==> config.mk <==
export PLATFORM = sky130hd
export DESIGN_NAME = escaped_byte_frame_receiver_flat
export DESIGN_NICKNAME = d
export VERILOG_FILES = /design/src/hw/rtl/ebfr_pkg.sv /design/src/hw/rtl/ebfr_byte_if.sv /design/src/hw/rtl/ebfr_result_if.sv /design/src/hw/rtl/ebfr_decode.sv /design/src/hw/rtl/ebfr_outq.sv /design/src/hw/rtl/escaped_byte_frame_receiver.sv /design/src/flat_wrapper.sv
export SDC_FILE = /design/constraint.sdc
export NUM_CORES = 1
export LEC_CHECK = 0
export BUFFER_PORTS_ARGS = -buffer_cell sky130_fd_sc_hd__buf_4
export CAP_MARGIN = 20
export CORE_MARGIN = 3
export CORE_UTILIZATION = 54
export DETAILED_ROUTE_END_ITERATION = 12
export HOLD_SLACK_MARGIN = 0.05
export PLACE_DENSITY = 0.81
export SYNTH_ARGS = -nofsm -noshare
export SYNTH_HDL_FRONTEND = slang
export SYNTH_SLANG_ARGS = --single-unit
export TNS_END_PERCENT = 20
==> constraint.sdc <==
create_clock -name i_clk -period 5.35 [get_ports i_clk]
set_input_delay 0 -clock i_clk [delete_from_list [all_inputs] [get_ports i_clk]]
set_output_delay 0 -clock i_clk [all_outputs]
set_load 0.005 [all_outputs]
==> src/hw/rtl/ebfr_pkg.sv <==
// ----------------------------------------------------------------------------
// ebfr_pkg
// Codes, modes and shared types of the escaped byte frame receiver.
// ----------------------------------------------------------------------------
package ebfr_pkg;

    // line control codes
    localparam logic [7:0] CODE_RESET   = 8'h42;
    localparam logic [7:0] CODE_ESC     = 8'h23;
    localparam logic [7:0] CODE_XON     = 8'h11;
    localparam logic [7:0] CODE_XOFF    = 8'h13;

    // escaped commands
    localparam logic [7:0] ESC_DATA_MIN = 8'h01;
    localparam logic [7:0] ESC_DATA_MAX = 8'h04;
    localparam logic [7:0] ESC_MSG      = 8'h14;
    localparam logic [7:0] ESC_SSTART   = 8'h15;
    localparam logic [7:0] ESC_SSTOP    = 8'h16;

    typedef enum logic [1:0] {
        MODE_IDLE    = 2'd0,
        MODE_STREAM  = 2'd1,
        MODE_MESSAGE = 2'd2
    } t_mode;

    typedef enum logic [2:0] {
        KIND_STREAM_DATA  = 3'd0,
        KIND_MSG_BYTE     = 3'd1,
        KIND_STREAM_START = 3'd2,
        KIND_STREAM_STOP  = 3'd3,
        KIND_EMPTY_MSG    = 3'd4
    } t_kind;

    typedef struct packed {
        logic        esc;
        t_mode       mode;
        logic [16:0] idx;
        logic [15:0] len;
    } t_state;

    typedef struct packed {
        t_kind       kind;
        logic [7:0]  data_byte;
        logic [15:0] payload_offset;
        logic [15:0] message_length;
        logic        last;
    } t_result;

    // escaped 1..4 -> data byte; 4 has low bits 00
    function automatic logic [7:0] unescape(input logic [1:0] code);
        logic [7:0] res;
        case (code)
            2'd1:    res = CODE_RESET;
            2'd2:    res = CODE_ESC;
            2'd3:    res = CODE_XON;
            default: res = CODE_XOFF;
        endcase
        return res;
    endfunction

endpackage

==> src/hw/rtl/ebfr_byte_if.sv <==
// ----------------------------------------------------------------------------
// ebfr_byte_if
// Raw line byte channel, valid/ready.
// ----------------------------------------------------------------------------
interface ebfr_byte_if;
    logic       valid;
    logic       ready;
    logic [7:0] raw_byte;

    modport source (output valid, output raw_byte, input ready);
    modport sink   (input valid, input raw_byte, output ready);
endinterface

==> src/hw/rtl/ebfr_result_if.sv <==
// ----------------------------------------------------------------------------
// ebfr_result_if
// Decoded result word channel, valid/ready.
// ----------------------------------------------------------------------------
interface ebfr_result_if;
    logic        valid;
    logic        ready;
    logic [2:0]  kind;
    logic [7:0]  data_byte;
    logic [15:0] payload_offset;
    logic [15:0] message_length;
    logic        last;

    modport source (output valid, output kind, output data_byte, output payload_offset,
                    output message_length, output last, input ready);
    modport sink   (input valid, input kind, input data_byte, input payload_offset,
                    input message_length, input last, output ready);
endinterface

==> src/hw/rtl/ebfr_decode.sv <==
// ----------------------------------------------------------------------------
// ebfr_decode
// Next state and result for one raw byte.
// ----------------------------------------------------------------------------
module ebfr_decode import ebfr_pkg::*; (
    input  t_state     i_state,
    input  logic [7:0] i_byte,
    output t_state     o_state,
    output logic       o_res_valid,
    output t_result    o_res
);

    logic        is_data;
    logic [7:0]  data;
    logic        is_last;

    assign is_last = (i_state.idx == ({1'b0, i_state.len} + 17'd1));

    always_comb begin
        o_state     = i_state;
        o_res_valid = 1'b0;
        o_res       = '0;
        is_data     = 1'b0;
        data        = i_byte;

        // control and escape decode
        if (i_byte == CODE_RESET) begin
            o_state.mode = MODE_IDLE;
        end else if (i_byte == CODE_ESC) begin
            o_state.esc = 1'b1;
        end else if (!i_state.esc) begin
            is_data = 1'b1;
        end else begin
            o_state.esc = 1'b0;
            if (i_byte inside {[ESC_DATA_MIN:ESC_DATA_MAX]}) begin
                is_data = 1'b1;
                data    = unescape(i_byte[1:0]);
            end else begin
                case (i_byte)
                    ESC_MSG: begin
                        o_state.mode = MODE_MESSAGE;
                        o_state.idx  = '0;
                        o_state.len  = '0;
                    end
                    ESC_SSTART: begin
                        o_state.mode = MODE_STREAM;
                        o_res_valid  = 1'b1;
                        o_res.kind   = KIND_STREAM_START;
                    end
                    ESC_SSTOP: begin
                        o_state.mode = MODE_IDLE;
                        o_res_valid  = 1'b1;
                        o_res.kind   = KIND_STREAM_STOP;
                    end
                    default: ;
                endcase
            end
        end

        // data byte handling by mode
        if (is_data) begin
            case (i_state.mode)
                MODE_STREAM: begin
                    o_res_valid     = 1'b1;
                    o_res.kind      = KIND_STREAM_DATA;
                    o_res.data_byte = data;
                end
                MODE_MESSAGE: begin
                    if (i_state.idx == 17'd0) begin
                        o_state.len = {data, 8'h00};
                        o_state.idx = 17'd1;
                    end else if (i_state.idx == 17'd1) begin
                        o_state.len = i_state.len | {8'h00, data};
                        if ((i_state.len | {8'h00, data}) == 16'd0) begin
                            o_state.mode = MODE_IDLE;
                            o_state.idx  = '0;
                            o_res_valid  = 1'b1;
                            o_res.kind   = KIND_EMPTY_MSG;
                            o_res.last   = 1'b1;
                        end else begin
                            o_state.idx = 17'd2;
                        end
                    end else begin
                        o_res_valid          = 1'b1;
                        o_res.kind           = KIND_MSG_BYTE;
                        o_res.data_byte      = data;
                        o_res.payload_offset = 16'(i_state.idx - 17'd2);
                        o_res.message_length = i_state.len;
                        o_res.last           = is_last;
                        if (is_last) begin
                            o_state.mode = MODE_IDLE;
                            o_state.idx  = '0;
                        end else begin
                            o_state.idx = i_state.idx + 17'd1;
                        end
                    end
                end
                default: ;  // idle or unused mode: drop
            endcase
        end
    end

endmodule

==> src/hw/rtl/ebfr_outq.sv <==
// ----------------------------------------------------------------------------
// ebfr_outq
// Two-word output queue: output register plus skid entry.
// ----------------------------------------------------------------------------
module ebfr_outq import ebfr_pkg::*; (
    input  logic    i_clk,
    input  logic    i_rst_n,
    input  logic    i_push,
    input  t_result i_data,
    output logic    o_full,
    output logic    o_valid,
    output t_result o_data,
    input  logic    i_pop_ready
);

    logic    r_q0_valid, r_q1_valid;
    logic    n_q0_valid, n_q1_valid;
    t_result r_q0, r_q1;
    t_result n_q0, n_q1;
    logic    pop;

    assign pop     = r_q0_valid && i_pop_ready;
    assign o_full  = r_q1_valid;
    assign o_valid = r_q0_valid;
    assign o_data  = r_q0;

    always_comb begin
        n_q0_valid = r_q0_valid;
        n_q1_valid = r_q1_valid;
        n_q0       = r_q0;
        n_q1       = r_q1;
        if (pop) begin
            if (r_q1_valid) begin
                n_q0       = r_q1;
                n_q1       = i_data;
                n_q1_valid = i_push;
            end else begin
                n_q0       = i_data;
                n_q0_valid = i_push;
            end
        end else if (i_push) begin
            if (!r_q0_valid) begin
                n_q0       = i_data;
                n_q0_valid = 1'b1;
            end else begin
                n_q1       = i_data;
                n_q1_valid = 1'b1;
            end
        end
    end

    always_ff @(posedge i_clk) begin
        if (!i_rst_n) begin
            r_q0_valid <= 1'b0;
            r_q1_valid <= 1'b0;
        end else begin
            r_q0_valid <= n_q0_valid;
            r_q1_valid <= n_q1_valid;
        end
        r_q0 <= n_q0;
        r_q1 <= n_q1;
    end

endmodule

==> src/hw/rtl/escaped_byte_frame_receiver.sv <==
// ----------------------------------------------------------------------------
// escaped_byte_frame_receiver
// Byte-stuffed line deframer: streams, length-prefixed messages, controls.
// ----------------------------------------------------------------------------
// Usage:
//   i_in  : raw line bytes (valid/ready), one word per byte from the link.
//   o_out : decoded result words (kind, data_byte, payload_offset,
//           message_length, last). Bytes that yield nothing (control codes,
//           length bytes, bytes while idle) are consumed silently.
//   Order: results are registered in the output queue, behind any queued word.
//   Throughput: one byte per cycle unless the output queue is full; the decode
//   is one combinational pass from the state registers into the output queue.
//   Stall: a two-word output queue (output register + skid entry) decouples
//   the sides; input ready drops only while both entries hold words, so a
//   word waiting on o_out does not block the next byte.
//   Reset (i_rst_n low, synchronous): receiver idle, escape flag clear,
//   message counters zero, output queue empty.
// ----------------------------------------------------------------------------
module escaped_byte_frame_receiver import ebfr_pkg::*; (
    input  logic        i_clk,
    input  logic        i_rst_n,
    ebfr_byte_if.sink   i_in,
    ebfr_result_if.source o_out
);

    t_state  r_state;
    t_state  n_state;
    logic    res_valid;
    t_result res;
    t_result q_data;
    logic    q_full;
    logic    accept;

    // ready depends only on queue occupancy
    assign i_in.ready = !q_full;
    assign accept     = i_in.valid && !q_full;

    ebfr_decode u_decode (
        .i_state     (r_state),
        .i_byte      (i_in.raw_byte),
        .o_state     (n_state),
        .o_res_valid (res_valid),
        .o_res       (res)
    );

    // receiver state advances once per accepted byte
    always_ff @(posedge i_clk) begin
        if (!i_rst_n) begin
            r_state.esc  <= 1'b0;
            r_state.mode <= MODE_IDLE;
            r_state.idx  <= '0;
            r_state.len  <= '0;
        end else if (accept) begin
            r_state <= n_state;
        end
    end

    ebfr_outq u_outq (
        .i_clk       (i_clk),
        .i_rst_n     (i_rst_n),
        .i_push      (accept && res_valid),
        .i_data      (res),
        .o_full      (q_full),
        .o_valid     (o_out.valid),
        .o_data      (q_data),
        .i_pop_ready (o_out.ready)
    );

    assign o_out.kind           = q_data.kind;
    assign o_out.data_byte      = q_data.data_byte;
    assign o_out.payload_offset = q_data.payload_offset;
    assign o_out.message_length = q_data.message_length;
    assign o_out.last           = q_data.last;

endmodule

==> src/flat_wrapper.sv <==
// flat-port wrapper written by rule: the top's interface ports become plain ports
module escaped_byte_frame_receiver_flat import ebfr_pkg::*;
  (i_clk, i_rst_n, i_in_valid, i_in_raw_byte, i_in_ready, o_out_valid, o_out_kind, o_out_data_byte, o_out_payload_offset, o_out_message_length, o_out_last, o_out_ready);
  ebfr_byte_if i_in_i ();
  ebfr_result_if o_out_i ();
  input  logic i_clk;
  input  logic i_rst_n;
  input wire logic [$bits(i_in_i.valid)-1:0] i_in_valid;
  input wire logic [$bits(i_in_i.raw_byte)-1:0] i_in_raw_byte;
  output wire logic [$bits(i_in_i.ready)-1:0] i_in_ready;
  output wire logic [$bits(o_out_i.valid)-1:0] o_out_valid;
  output wire logic [$bits(o_out_i.kind)-1:0] o_out_kind;
  output wire logic [$bits(o_out_i.data_byte)-1:0] o_out_data_byte;
  output wire logic [$bits(o_out_i.payload_offset)-1:0] o_out_payload_offset;
  output wire logic [$bits(o_out_i.message_length)-1:0] o_out_message_length;
  output wire logic [$bits(o_out_i.last)-1:0] o_out_last;
  input wire logic [$bits(o_out_i.ready)-1:0] o_out_ready;
  assign i_in_i.valid = i_in_valid;
  assign i_in_i.raw_byte = i_in_raw_byte;
  assign i_in_ready = i_in_i.ready;
  assign o_out_valid = o_out_i.valid;
  assign o_out_kind = o_out_i.kind;
  assign o_out_data_byte = o_out_i.data_byte;
  assign o_out_payload_offset = o_out_i.payload_offset;
  assign o_out_message_length = o_out_i.message_length;
  assign o_out_last = o_out_i.last;
  assign o_out_i.ready = o_out_ready;
  escaped_byte_frame_receiver u_core (.i_clk(i_clk), .i_rst_n(i_rst_n), .i_in(i_in_i), .o_out(o_out_i));
endmodule
==> impl_metrics.env, run 1 <==
export IMPL_outcome="completed"
export IMPL_holdWs_ns=0.103
export IMPL_max_slew_margin_rel_pct=28.0
export IMPL_dieArea_um2=13800
export IMPL_max_vdd_ir_drop_mv=0.192
export IMPL_intPower_mw=1.77
export IMPL_rsz0062_at_grt="false"
export IMPL_syn_avg_cell_area_um2=9.98
export IMPL_clock_skew_ns=0.0100
export IMPL_drcViolationCount=0
export IMPL_numCtsBuffers=17
export IMPL_cts_htree_levels=4
export IMPL_synth_top_area_cell="edfxtp_1"
export IMPL_cts_reportedPaths_clkPinSlew_ns=0.06
export IMPL_synthCells=672
export IMPL_ys_ff_latch=126
export IMPL_min_from="i_in_valid"
export IMPL_synthToLayoutAreaGrowth_pct=18.5
export IMPL_worst_setup_path_end_kind="flop"
export IMPL_p_sw_share_pct=20.6
export IMPL_ff2ff_setup_slack_ns=1.64
export IMPL_synth_nets=698
export IMPL_multi_input_area_um2=3080
export IMPL_wl_mm=16.5
export IMPL_layout_cells_non_filler=900
export IMPL_fp_coreArea_um2=12100
export IMPL_ctsResizeCount=0
export IMPL_io_buffers=57
export IMPL_synth_area_leaders="edfxtp_1 (39%), dfxtp_1 (11%), nor2_1 (4.5%), mux2_2 (4.2%), nand2_1 (4.1%)"
export IMPL_mostFrequentLayoutCell="edfxtp_1"
export IMPL_dpl_cell_area_um2=7220
export IMPL_p_comb_share_pct=2.0
export IMPL_cts_tree="built"
export IMPL_fin_tns_setup_ns=0
export IMPL_ant_nets=0
export IMPL_hold_violations=0
export IMPL_synth_yosys_seq_area_share_pct=50.7
export IMPL_grt_util_all_layers_pct=24.3
export IMPL_regArea_um2=3400
export IMPL_cts_buffer_depth=2
export IMPL_cp_start_kind="flop"
export IMPL_hp_class="input pin to flop"
export IMPL_min_to="u_core.u_outq.o_valid$_SDFFE_PN0P_"
export IMPL_dpl_cell_count=857
export IMPL_p_leak_nw=3.07
export IMPL_r2r_end="u_core.u_outq.r_q1[18]$_DFFE_PP_"
export IMPL_synthDistinctLibCells=71
export IMPL_antenna_found_initial=0
export IMPL_dp_hpwl_mm=11.0
export IMPL_gp_congestion=0.952
export IMPL_fillers=898
export IMPL_grt_pass1_wl_mm=26.8
export IMPL_cts_sinks=126
export IMPL_seqPwrFrac_pct=46.2
export IMPL_setup_violations=0
export IMPL_final_layout_size_suffix_gt1_share_pct=19.5
export IMPL_cp_max_fo=44
export IMPL_pin_count=58
export IMPL_grt_overflow=0
export IMPL_ys_flop_type="edfxtp_1"
export IMPL_synth_top_area_share_pct=39.4
export IMPL_grt_pass1_vias=5347
export IMPL_tightest_slew_ns=1.08
export IMPL_synth_area_um2=6710
export IMPL_vias=5462
export IMPL_whs_path_depth=4
export IMPL_p_clk_share_pct=51.8
export IMPL_root_buffer="clkbuf_16"
export IMPL_synth_async_reset_ratio_pct=0
export IMPL_nets=745
export IMPL_layout_common_cells="edfxtp_1 (88), nor2_1 (79), nand2_1 (73), buf_4 (63), dfxtp_1 (38)"
export IMPL_die_w_um=117
export IMPL_drv_cap=0
export IMPL_routedWlPerCell_um=18.3
export IMPL_rows=40
export IMPL_synth_edff_count=88
export IMPL_grt_max_degree=66
export IMPL_diodes=0
export IMPL_fmax_mhz=270
export IMPL_slew_violations=0
export IMPL_viasPerCell=6.07
export IMPL_design_area_um2=7950
export IMPL_crit_type="flop to flop"
export IMPL_yosys_warnings=0
export IMPL_fin_crit_ns=3.71
export IMPL_r2r_cells=7
export IMPL_power_density_nw_per_um2=280
export IMPL_cp_data_arrival_time_ns=3.73
export IMPL_firstDrtPassIters=5
export IMPL_drtIter0Drc=439
export IMPL_start_util_pct=55.6
export IMPL_period_share_pct=69.3
export IMPL_cp_required_ns=5.37
export IMPL_power_switching_mw=0.459
export IMPL_clk_latency_ns=0.43
export IMPL_reg2reg_from="u_core.r_state[22]$_SDFFE_PN0P_"
export IMPL_die_y_um=117
[how the worst max path moves through the flow]
stage / start / endpoint / slack (ns) / depth (start not counted)
floorplan: u_core.r_state[9]$_SDFFE_PN0P_ / u_core.u_outq.o_data[0]$_DFFE_PP_ / 0.93 / 9
CTS: i_in_raw_byte[3] / u_core.u_outq.o_data[26]$_DFFE_PP_ / 1.49 / 11
global route: u_core.r_state[22]$_SDFFE_PN0P_ / u_core.u_outq.r_q1[29]$_DFFE_PP_ / 1.48 / 7
global placement: i_in_raw_byte[1] / u_core.u_outq.o_data[2]$_DFFE_PP_ / 1.67 / 12
detailed placement: i_in_raw_byte[1] / u_core.u_outq.o_data[3]$_DFFE_PP_ / 1.52 / 12
finish: u_core.r_state[22]$_SDFFE_PN0P_ / u_core.u_outq.r_q1[18]$_DFFE_PP_ / 1.64 / 7
[final cells by class]
cell class / count / area share [%]
Clock buffer: 20 / 5.87
Clock inverter: 12 / 1.70
Inverter: 14 / 0.661
Multi-Input combinational cell: 485 / 38.7
Sequential cell: 126 / 42.8
Tap cell: 168 / 2.64
Timing Repair Buffer: 75 / 7.62
[power groups by stage]
stage / Clock (mW) / Combinational [mW] / Sequential [mW]
floorplan: 0 / 0.0183 / 1.05
global placement: 0 / 0.0356 / 1.05
detailed placement: 0 / 0.0366 / 1.05
CTS: 1.16 / 0.0421 / 1.03
global route: 1.21 / 0.0465 / 1.03
finish: 1.15 / 0.0437 / 1.03
[Yosys cell counts, drive strengths merged, types with 2 or more instances]
cell type / number
nand3b: 2
xnor2: 17
clkbuf: 34
or3: 6
nand4: 12
or2: 2
o21ai: 17
and3b: 4
or4: 6
a32oi: 3
a31oi: 15
a2111oi: 2
nand2b: 3
edfxtp: 88
dfxtp: 38
nor2b: 5
a211oi: 3
nand2: 73
nor3: 19
ha: 14
a2bb2oi: 3
mux2: 25
nor4: 13
nor2: 80
a21o: 2
and2: 7
o211ai: 6
o21a: 2
buf: 13
nand4b: 2
xor2: 11
inv: 14
nand3: 34
a21oi: 24
a22oi: 7
and3: 24
o31ai: 23
[critical path, cell delays in order, from the launching register on]
cell,delay [ns]
dfxtp_1,0.47
nor4_1,0.46
nor4b_1,0.61
and3_1,0.36
and2_1,0.29
a21oi_1,0.11
a211o_1,0.33
a41o_2,0.63
[timing repair]
item,CTS,global route
hold buffers,10,0
hold endpoints to repair,17,0
setup buffers,0,0
[cells by family after synthesis]
| group | count (synthesis) | synth area share [%] |
|---|---|---|
| compound gates | 121 | 13.1 |
| xor+xnor | 28 | 3.66 |
| fa+ha+maj | 14 | 2.61 |
| buf+inv | 61 | 3.69 |
| flops | 126 | 50.7 |
| mux | 26 | 4.35 |
| simple gates | 296 | 21.8 |
[layer usage]
metal	GRT usage, %	part of all wire [%]	vias up
li1	-	-	2577
met1	30.8	42	2562
met2	38.8	47	275
met3	6.78	8.0	48
met4	11.4	2.9	0
met5	0	0	-
[state kept, by name (all words and copies together) (netlist names)]
signal,flops
u_core.u_outq.o_data,44
u_core.u_outq.r_q1,44
u_core.r_state,36
u_core.u_outq.o_full,1
u_core.u_outq.o_valid,1
[through the flow]
stage	util [%]	power [mW]	worst slack, ns
floorplan	-	1.07	0.931
global placement	59.8	1.09	1.67
detailed placement	59.9	1.09	1.52
CTS	65.7	2.24	1.49
global route	65.9	2.28	1.48
finish	65.9	2.23	1.64
Power figures use the tool's default switching activity.
==> inputs of run 2 (changes only) <==
--- a/config.mk
+++ b/config.mk
@@ -8,10 +8,10 @@
 export BUFFER_PORTS_ARGS = -buffer_cell sky130_fd_sc_hd__buf_4
 export CAP_MARGIN = 20
 export CORE_MARGIN = 3
-export CORE_UTILIZATION = 54
+export CORE_UTILIZATION = 60
 export DETAILED_ROUTE_END_ITERATION = 12
 export HOLD_SLACK_MARGIN = 0.05
-export PLACE_DENSITY = 0.81
+export PLACE_DENSITY = 0.85
 export SYNTH_ARGS = -nofsm -noshare
 export SYNTH_HDL_FRONTEND = slang
 export SYNTH_SLANG_ARGS = --single-unit
==> constraint.sdc (replaced) <==
create_clock -name i_clk -period 3.5 [get_ports i_clk]
set_input_delay 0 -clock i_clk [delete_from_list [all_inputs] [get_ports i_clk]]
set_output_delay 0 -clock i_clk [all_outputs]
set_load 0.005 [all_outputs]
==> impl_metrics.env, run 2 (synthesized netlist as in run 1, its figures left out) <==
export IMPL_cts_htree_levels=4
export IMPL_period_share_pct=97.2
export IMPL_dp_hpwl_mm=11.8
export IMPL_clk_latency_ns=0.53
export IMPL_crit_buf_inv=1
export IMPL_crit_top_cell="a21oi_1"
export IMPL_whs_path_depth=5
export IMPL_power_density_nw_per_um2=422
export IMPL_ant_nets=0
export IMPL_start_util_pct=63.3
export IMPL_post_cts_buffers=0
export IMPL_fp_coreArea_um2=10600
export IMPL_slowest_stage="nor4b_1"
export IMPL_gp_congestion=0.962
export IMPL_grt_max_degree=45
export IMPL_cts_reportedPaths_clkPinSlew_ns=0.06
export IMPL_ff2ff_setup_slack_ns=0.1
export IMPL_drv_cap=0
export IMPL_dieArea_um2=12500
export IMPL_cts_buffer_depth=2
export IMPL_regArea_um2=3400
export IMPL_critPathTopFamily="simple AND/OR/NAND/NOR gates"
export IMPL_final_layout_size_suffix_gt1_share_pct=21.0
export IMPL_drcViolationCount=0
export IMPL_grt_overflow=0
export IMPL_min_to="u_core.r_state[32]$_SDFFE_PN0P_"
export IMPL_cp_max_fo=11
export IMPL_grt_util_all_layers_pct=28.7
export IMPL_diodes=0
export IMPL_io_buffers=57
export IMPL_numCtsBuffers=17
export IMPL_hp_class="input pin to flop"
export IMPL_cp_depth=9
export IMPL_hold_violations=0
export IMPL_design_area_um2=8050
export IMPL_die_y_um=112
export IMPL_fmax_mhz=294
export IMPL_outcome="completed"
export IMPL_grt_pass1_vias=5530
export IMPL_wl_mm=17.6
export IMPL_cp_required_ns=3.92
export IMPL_layout_common_cells="edfxtp_1 (88), nor2_1 (79), buf_4 (74), nand2_1 (73), dfxtp_1 (38)"
export IMPL_fillers=656
export IMPL_die_w_um=112
export IMPL_mostFrequentLayoutCell="edfxtp_1"
export IMPL_p_leak_nw=3.16
export IMPL_max_slew_margin_rel_pct=39.3
export IMPL_antenna_found_initial=0
export IMPL_vias=5631
export IMPL_routedWlPerCell_um=20.0
export IMPL_reg2reg_from="u_core.r_state[20]$_SDFFE_PN0P_"
export IMPL_ctsResizeCount=0
export IMPL_tightest_slew_ns=0.903
export IMPL_r2r_end="u_core.u_outq.o_full$_SDFFE_PN0P_"
export IMPL_nets=760
export IMPL_cp_start_kind="flop"
export IMPL_crit_chain="nor4_1, nor4b_1, and3_1, and2_1, a21oi_1, a211o_1, nand3_1, a21oi_1, dlygate4sd3_1"
export IMPL_worst_setup_path_end_kind="flop"
export IMPL_total_power_mw=3.40
export IMPL_dpl_cell_area_um2=7320
export IMPL_setup_violations=0
export IMPL_multi_input_area_um2=3080
export IMPL_ctsHoldBuffers=11
export IMPL_firstDrtPassIters=5
export IMPL_rsz0062_at_grt="false"
export IMPL_slew_violations=0
export IMPL_cts_sinks=126
export IMPL_cp_data_arrival_time_ns=3.82
export IMPL_synthToLayoutAreaGrowth_pct=20.0
export IMPL_drtIter0Drc=583
export IMPL_fin_crit_ns=3.40
export IMPL_r2r_cells=9
export IMPL_rows=37
export IMPL_grt_pass1_wl_mm=28.5
export IMPL_min_from="i_in_valid"
export IMPL_clock_skew_ns=0.00793
export IMPL_cts_tree="built"
export IMPL_root_buffer="clkbuf_8"
export IMPL_viasPerCell=6.38
export IMPL_max_vdd_ir_drop_mv=0.361
export IMPL_cp_slowest_stage_delay_ns=0.60
export IMPL_crit_type="flop to flop"
export IMPL_pin_count=58
export IMPL_fin_tns_setup_ns=0
run 2: cell count changes in the layout (fill, tap and decap cells not counted), moves of 2 or more:
cell,change
buf_12,+3
buf_4,+11
clkbuf_8,-2
clkinvlp_4,-2
inv_8,+4
run 2: layout make-up:
class	instances	share of cell area (%)
Inverter	14	0.652
Multi-Input combinational cell	485	38.2
Clock buffer	17	5.14
Clock inverter	15	2.21
Timing Repair Buffer	90	9.41
Sequential cell	126	42.3
Tap cell	136	2.11
run 2: report_power, final:
group          switching (mW)  internal [mW]
combinational          0.0458         0.0293
clock                   0.714           1.04
sequential          0.0000206           1.57
run 2: how the worst max path moves through the flow:
stage | start | end | slack (ns)
floorplan | u_core.r_state[9]$_SDFFE_PN0P_ | u_core.u_outq.r_q1[0]$_DFFE_PP_ | 0.09
global placement | u_core.r_state[0]$_SDFFE_PN0P_ | u_core.r_state[28]$_SDFFE_PN0P_ | 0.36
detailed placement | u_core.r_state[20]$_SDFFE_PN0P_ | u_core.u_outq.r_q1[25]$_DFFE_PP_ | 0.25
CTS | u_core.r_state[20]$_SDFFE_PN0P_ | u_core.u_outq.o_full$_SDFFE_PN0P_ | 0.18
global route | u_core.r_state[20]$_SDFFE_PN0P_ | u_core.u_outq.o_full$_SDFFE_PN0P_ | 0.02
finish | u_core.r_state[20]$_SDFFE_PN0P_ | u_core.u_outq.o_full$_SDFFE_PN0P_ | 0.1
run 2: layer usage:
metal / wire length (um) / GRT usage [%]
met1: 7160 / 38.5
met2: 8320 / 44.9
met3: 1610 / 7.17
met4: 541 / 11.4
met5: 0 / 0
run 2: worst register-to-register path: cells and delay by family (launching register included):
family,cells,cell delay [ns]
AND/OR/NAND/NOR,5,1.82
buffers and inverters,1,0.56
AO/OA/AOI/OAI,3,0.48
flip-flops,1,0.44
run 2: through the flow:
stage          setup WS (ns)  util (%)  cells  hold slack (ns)
2_1_floorplan         0.0909         -    672            0.116
3_3_place_gp           0.358      69.0    838            0.278
3_5_place_dp           0.247      69.0    838            0.291
4_1_cts                0.176      75.7    881           0.0740
5_1_grt               0.0180      76.0    883            0.138
6_report              0.0966      76.0    883            0.124
